## src/sv/sampson_epipolar_distance_unit_defines.svh

```systemverilog
// assertion macros for the sampson epipolar distance unit
`ifndef SAMPSON_EPIPOLAR_DISTANCE_UNIT_DEFINES_SVH
`define SAMPSON_EPIPOLAR_DISTANCE_UNIT_DEFINES_SVH

// same-cycle implication, off during reset
`define SED_ASSERT_IMP(label, pre, post) \
   label: assert property (@(posedge clock) disable iff (reset) (pre) |-> (post)) \
      else $error("sed assertion failed");

// next-cycle implication, also checked through reset
`define SED_ASSERT_NEXT(label, pre, post) \
   label: assert property (@(posedge clock) (pre) |=> (post)) \
      else $error("sed assertion failed");

`endif

```

## src/sv/sed_pkg.sv

```systemverilog
// shared constants and types of the sampson epipolar distance unit
package sed_pkg;
   localparam int COORD_WIDTH_DEFAULT = 24;
   localparam int COEF_WIDTH_DEFAULT  = 32;
   localparam int COORD_FRAC          = 8;
   localparam int OUT_FRAC            = 8;
   localparam int OUT_SHIFT           = 2 * COORD_FRAC - OUT_FRAC;
   localparam int QUOT_WIDTH          = 32;
   localparam int MUL_CHUNK           = 30;
   localparam int NUM_REGS            = 5;
   localparam int CSR_ADDR_WIDTH      = 6;
   localparam int CSR_DATA_WIDTH      = 64;
   localparam int SLOT_WIDTH          = 32;

   typedef enum logic [2:0] {
      REG_R0C0_R0C1 = 3'd0,
      REG_R0C2_R1C0 = 3'd1,
      REG_R1C1_R1C2 = 3'd2,
      REG_R2C0_R2C1 = 3'd3,
      REG_R2C2      = 3'd4
   } csr_reg_type;
endpackage

```

## src/sv/sed_mul.sv

```systemverilog
// two-stage signed multiplier built from narrow partial products
module sed_mul #(
   parameter int AW = 32,
   parameter int BW = 24
) (
   input  logic                    clock,
   input  logic                    en,
   input  logic signed [AW-1:0]    a,
   input  logic signed [BW-1:0]    b,
   output logic signed [AW+BW-1:0] p
);
   import sed_pkg::*;

   localparam int CH = MUL_CHUNK;
   localparam int NA = (AW + CH - 1) / CH;
   localparam int NB = (BW + CH - 1) / CH;
   localparam int OW = AW + BW;

   logic signed [NA*CH:0]     a_x;
   logic signed [NB*CH:0]     b_x;
   logic signed [CH:0]        ca [NA];
   logic signed [CH:0]        cb [NB];
   logic signed [2*CH+1:0]    pp_ff [NA*NB];
   logic signed [OW-1:0]      sum_in;
   logic signed [OW-1:0]      p_ff;

   assign a_x = (NA*CH+1)'(a);
   assign b_x = (NB*CH+1)'(b);

   for (genvar i = 0; i < NA; i++) begin : g_ca
      if (i == NA - 1) begin : g_top
         assign ca[i] = a_x[i*CH +: CH+1];
      end else begin : g_low
         assign ca[i] = {1'b0, a_x[i*CH +: CH]};
      end
   end

   for (genvar j = 0; j < NB; j++) begin : g_cb
      if (j == NB - 1) begin : g_top
         assign cb[j] = b_x[j*CH +: CH+1];
      end else begin : g_low
         assign cb[j] = {1'b0, b_x[j*CH +: CH]};
      end
   end

   for (genvar i = 0; i < NA; i++) begin : g_pi
      for (genvar j = 0; j < NB; j++) begin : g_pj
         always_ff @(posedge clock) begin
            if (en) pp_ff[i*NB+j] <= ca[i] * cb[j];
         end
      end
   end

   // shifted partial products, exact modulo the product width
   always_comb begin
      sum_in = '0;
      for (int i = 0; i < NA; i++) begin
         for (int j = 0; j < NB; j++) begin
            sum_in = sum_in + (OW'(pp_ff[i*NB+j]) <<< ((i + j) * CH));
         end
      end
   end

   always_ff @(posedge clock) begin
      if (en) p_ff <= sum_in;
   end

   assign p = p_ff;
endmodule

```

## config.mk

```make
export PLATFORM = sky130hd
export DESIGN_NAME = sed_mul
export DESIGN_NICKNAME = d
export VERILOG_FILES = /design/src/sv/sampson_epipolar_distance_unit_defines.svh /design/src/sv/sed_pkg.sv /design/src/sv/sed_mul.sv
export SDC_FILE = /design/constraint.sdc
export NUM_CORES = 2
export LEC_CHECK = 0
export BUFFER_PORTS_ARGS = -buffer_cell sky130_fd_sc_hd__buf_4
export CORE_MARGIN = 2
export CORE_UTILIZATION = 54
export CTS_BUF_LIST = sky130_fd_sc_hd__clkbuf_2 sky130_fd_sc_hd__clkbuf_4 sky130_fd_sc_hd__clkbuf_8
export CTS_CLUSTER_DIAMETER = 50
export DETAILED_ROUTE_END_ITERATION = 6
export GPL_ROUTABILITY_DRIVEN = 0
export PLACE_DENSITY = 0.71
export SYNTH_ARGS = -nofsm -noshare
export SYNTH_HDL_FRONTEND = slang
export SYNTH_SLANG_ARGS = --single-unit
```

## constraint.sdc

```tcl
create_clock -name clock -period 14.63 [get_ports clock]
set_input_delay 2.1945 -clock clock [delete_from_list [all_inputs] [get_ports clock]]
set_output_delay 2.1945 -clock clock [all_outputs]
set_load 0.02 [all_outputs]
```

Word-level counts from Yosys, hierarchy flattened
Memories as Yosys holds them, arrays and structs flattened.
Cells that the tools add are included.
- register bits: 56
- bits in latches: 0
- memory bits (writable): 124
- ROM bits: 0
- output and inout port bits: 56
- logic and storage cells: 7
- memories kept: 1
- memories (memory ; depth ; width ; rd ports ; clocked after memory_dff ; wr ports ; line ; RTL):
    pp_ff ; 2 ; 62 ; 2 ; 0 ; 2 ; sed_mul.sv:23 ; logic signed [2*CH+1:0] pp_ff [NA*NB];
- add/sub/neg operators: 1
- multipliers: 2
- divide/modulo/power cells: 0
- order comparisons: 0
- equality and inequality tests: 0
- shift-type cells: 0
- multiplexer cells: 2
- bitwise logic cells: 0
- reductions and logical operators: 0
- operator list (kind ; number):
    $add A56 B56 Y56 ; 1
    $mul A31 B24 Y55 ; 1
    $mul A2 B24 Y26 ; 1
    $mux W1 ; 2

Logic depth before layout (Yosys ltp)
- depth after elaboration: 2
- depth in mapped cells: 27
- gate-level depth less buffers: 26

Least setup slack after synthesis
Ideal clock, no wire load.
- kind: input port to flip-flop
- start point: input port b[0]
- end point: memory pp_ff[0][45] (netlist bit) (data pin)
- setup time: 0.265 ns
- data arrival time: 8.459 ns
- slack: 5.906 ns
- stages on the path: 25
- path buffers: 2
- cell sequence: clkbuf_1 -> and2_1 -> fa_1 -> inv_1 -> fa_1 -> fa_1 -> inv_1 -> fa_1 -> inv_1 -> fa_1 -> fa_1 -> fa_1 -> inv_1 -> ha_1 -> buf_2 -> and4_4 -> and3b_1 -> a211o_1 -> a211oi_2 -> o21bai_2 -> a31oi_4 -> o41ai_2 -> a221oi_2 -> o21ai_1 -> xor2_1
- RTL lines (element ; line ; RTL):
    start, declared ; sed_mul.sv:9 ; input logic signed [BW-1:0] b,
    end, declared ; sed_mul.sv:23 ;

==> run metrics <==
area of the multi-input gates between 0.02 and 0.025 mm^2; clock-pin slew on the worst setup and hold paths 70 ps; worst slew pin tran ~930 ps; CTS sink count 137; top-area cell type share of the netlist area 40.4%; mapped cell area 0.0305 mm^2; fraction of layout cells with a size suffix above 1 under 10%; Mapped Nets 4143; final setup fails 0; I/O Pins roughly 110; Post-Synth Adder-Cell Area 52.1%; H-Tree Depth 4; Die Ht 242 um; ANT nets after route 0; Setup crit start kind input port; Req. time, crit path 14840 ps; Die W around 240 um; #FFs+latches synth ~140; total number of vias 21859; Rows 87; Iter 0 DRT Violations about 1600; fillers approximately 5000; GRT Util Overall 27.7%; Post-DP HPWL between 50000 and 60000 um; largest net degree at the start of global routing 74; Final #Nets roughly 4100; Global Route met2 Usage 44.2%; most used cell, CP fa_1; Root Buffer clkbuf_8; CP Data Arrival Time 9350 ps; placed insts 3898; top_reg_cell synth edfxtp_1; final count of pins violating max slew 0; post-layout util 57.2%; met1 usage 37.4%; post-synth top area cell fa_1; share of synthesized registers carrying an async set or reset 0%; Core Region 0.0562 mm^2; port bufs 113; sequential area share after synthesis 13.5%; CTS resizes 0; Max Fclk 109 MHz; fin crit share 62.5%; max cap viols 0; Syn Inst Count about 3200; Setup Fix Bufs, Post-CTS 0; register area 0.00411 mm^2; Area growth syn-to-layout 5.14%; Synth Area in XOR/XNOR about 2.7%; CTS tree done; Clock Path Buffers 2; CP Capture Type flip-flop; cell with the most instances after synthesis inv_1; gr ovfl total 0; vias in the first global route roughly 24000; max incr delay on CP 610 ps; Worst Hold Class flip-flop to flip-flop; count of different cell masters after synthesis 60; DRC viols 0; outcome finished, final reports clean; initial core utilization 54.4%; Vias/cell 5.56; clk_skew around 9 ps; non-filler instance count after layout 3931; final setup TNS 0 ps; Skew-Pair Late Insertion Delay 460 ps; largest cells by area after synthesis fa_1 40%, edfxtp_1 13%, ha_1 12%; average size of a mapped cell 9.59 um^2; mux cell area share after synthesis 0.0696%; slowest cell on the critical path a211oi_2; YS warnings 0; first-pass GRT wire length 127000 um; post-placement setup slack 5040 ps; Die Area 0.0585 mm^2; Slew headroom a little under two fifths; met3 Track Usage GR under 10%; drt first pass iters 7; Synth Area in Compound Gates between 5 and 6%; Post-synth EDFFs around 140; Avg WL per Cell 19.8 um; crit path max fanout 32; Hold Buf Count CTS 0; setup ws final 5480 ps; main combinational cell family by area after synthesis adder cells; Setup CP Type input port to flip-flop; Routed Wire Length 77700 um; Top Usage Layer GRT met2; synth cell count leaders 668 x inv_1, 617 x fa_1, 399 x nand2_1; final hold violation count 0; RSZ-0062 raised after global routing false; minimum clock period after layout between 9000 and 10000 ps; simple logic cell fraction of the synthesized area 15.9%; initial antenna violation count 6; cts bufs inserted 17
## metal layers
layer	share of wire (%)	vias to the layer above	wire (um)
met1	41	11081	31700
met5	0.033	-	26
met3	9.6	163	7430
met2	46	1039	35800
met4	3.5	4	2740
li1	-	9572	-
## cell type report
| cell class | instances | share of cell area, % |
|---|---|---|
| Antenna cell | 3 | 0.0234 |
| Multi-Input combinational cell | 2223 | 72.7 |
| Clock inverter | 12 | 0.320 |
| Clock buffer | 18 | 0.752 |
| Tap cell | 756 | 2.95 |
| Timing Repair Buffer | 114 | 2.68 |
| Sequential cell | 137 | 12.8 |
| Inverter | 668 | 7.81 |
## per-stage QoR
stage	hold slack, ps	cell area (um^2)
after floorplan	400	30500
after global placement	404	31800
after detailed placement	405	31800
after CTS	415	32100
after global routing	417	32100
final	414	32100
## sequential cells by signal, indices dropped and copies added (netlist names)
signal  count
pp_ff      81
p          56
## layout by cell type (no fill, tap or decap), types with 53 or more instances in the layout
| cell type | Yosys | layout |
|---|---|---|
| and2_1 | 370 | 370 |
| edfxtp_1 | 137 | 137 |
| buf_4 | 0 | 113 |
| nor2_1 | 54 | 54 |
| ha_1 | 284 | 284 |
| nand2_1 | 399 | 399 |
| fa_1 | 617 | 617 |
| inv_1 | 668 | 668 |
| a21oi_1 | 87 | 87 |
| xnor2_1 | 64 | 64 |
| a21o_1 | 53 | 53 |
## path summary, 6_finish.rpt
path,from,end,slack [ps],cells after the start
worst max-delay path,b[6],pp_ff[0][45],5480,25
worst min-delay path,pp_ff[0][7],p[7],410,0
worst max register to register,pp_ff[0][30],p[54],11500,13
worst min register to register,pp_ff[0][7],p[7],410,0
## logic make-up after synthesis
logic type | count (synthesis)
and+or+nand+nor | 957
DFF | 137
muxes | 2
xor gates and xnor gates | 94
adders and majority gates | 901
AOI/OAI and AO/OA | 269
buffers and inverters | 824
## critical path: cells and delay by family
family | cells | cell delay (ps)
adder cells (fa/ha/maj) | 8 | 3910
XOR/XNOR | 1 | 150
buffers and inverters | 6 | 600
AO/OA/AOI/OAI | 7 | 1940
AND/OR/NAND/NOR | 3 | 510
Power is left out: the tool's default activity adds up to more than one toggle a clock period on the data nets, which glitch-free logic cannot reach.
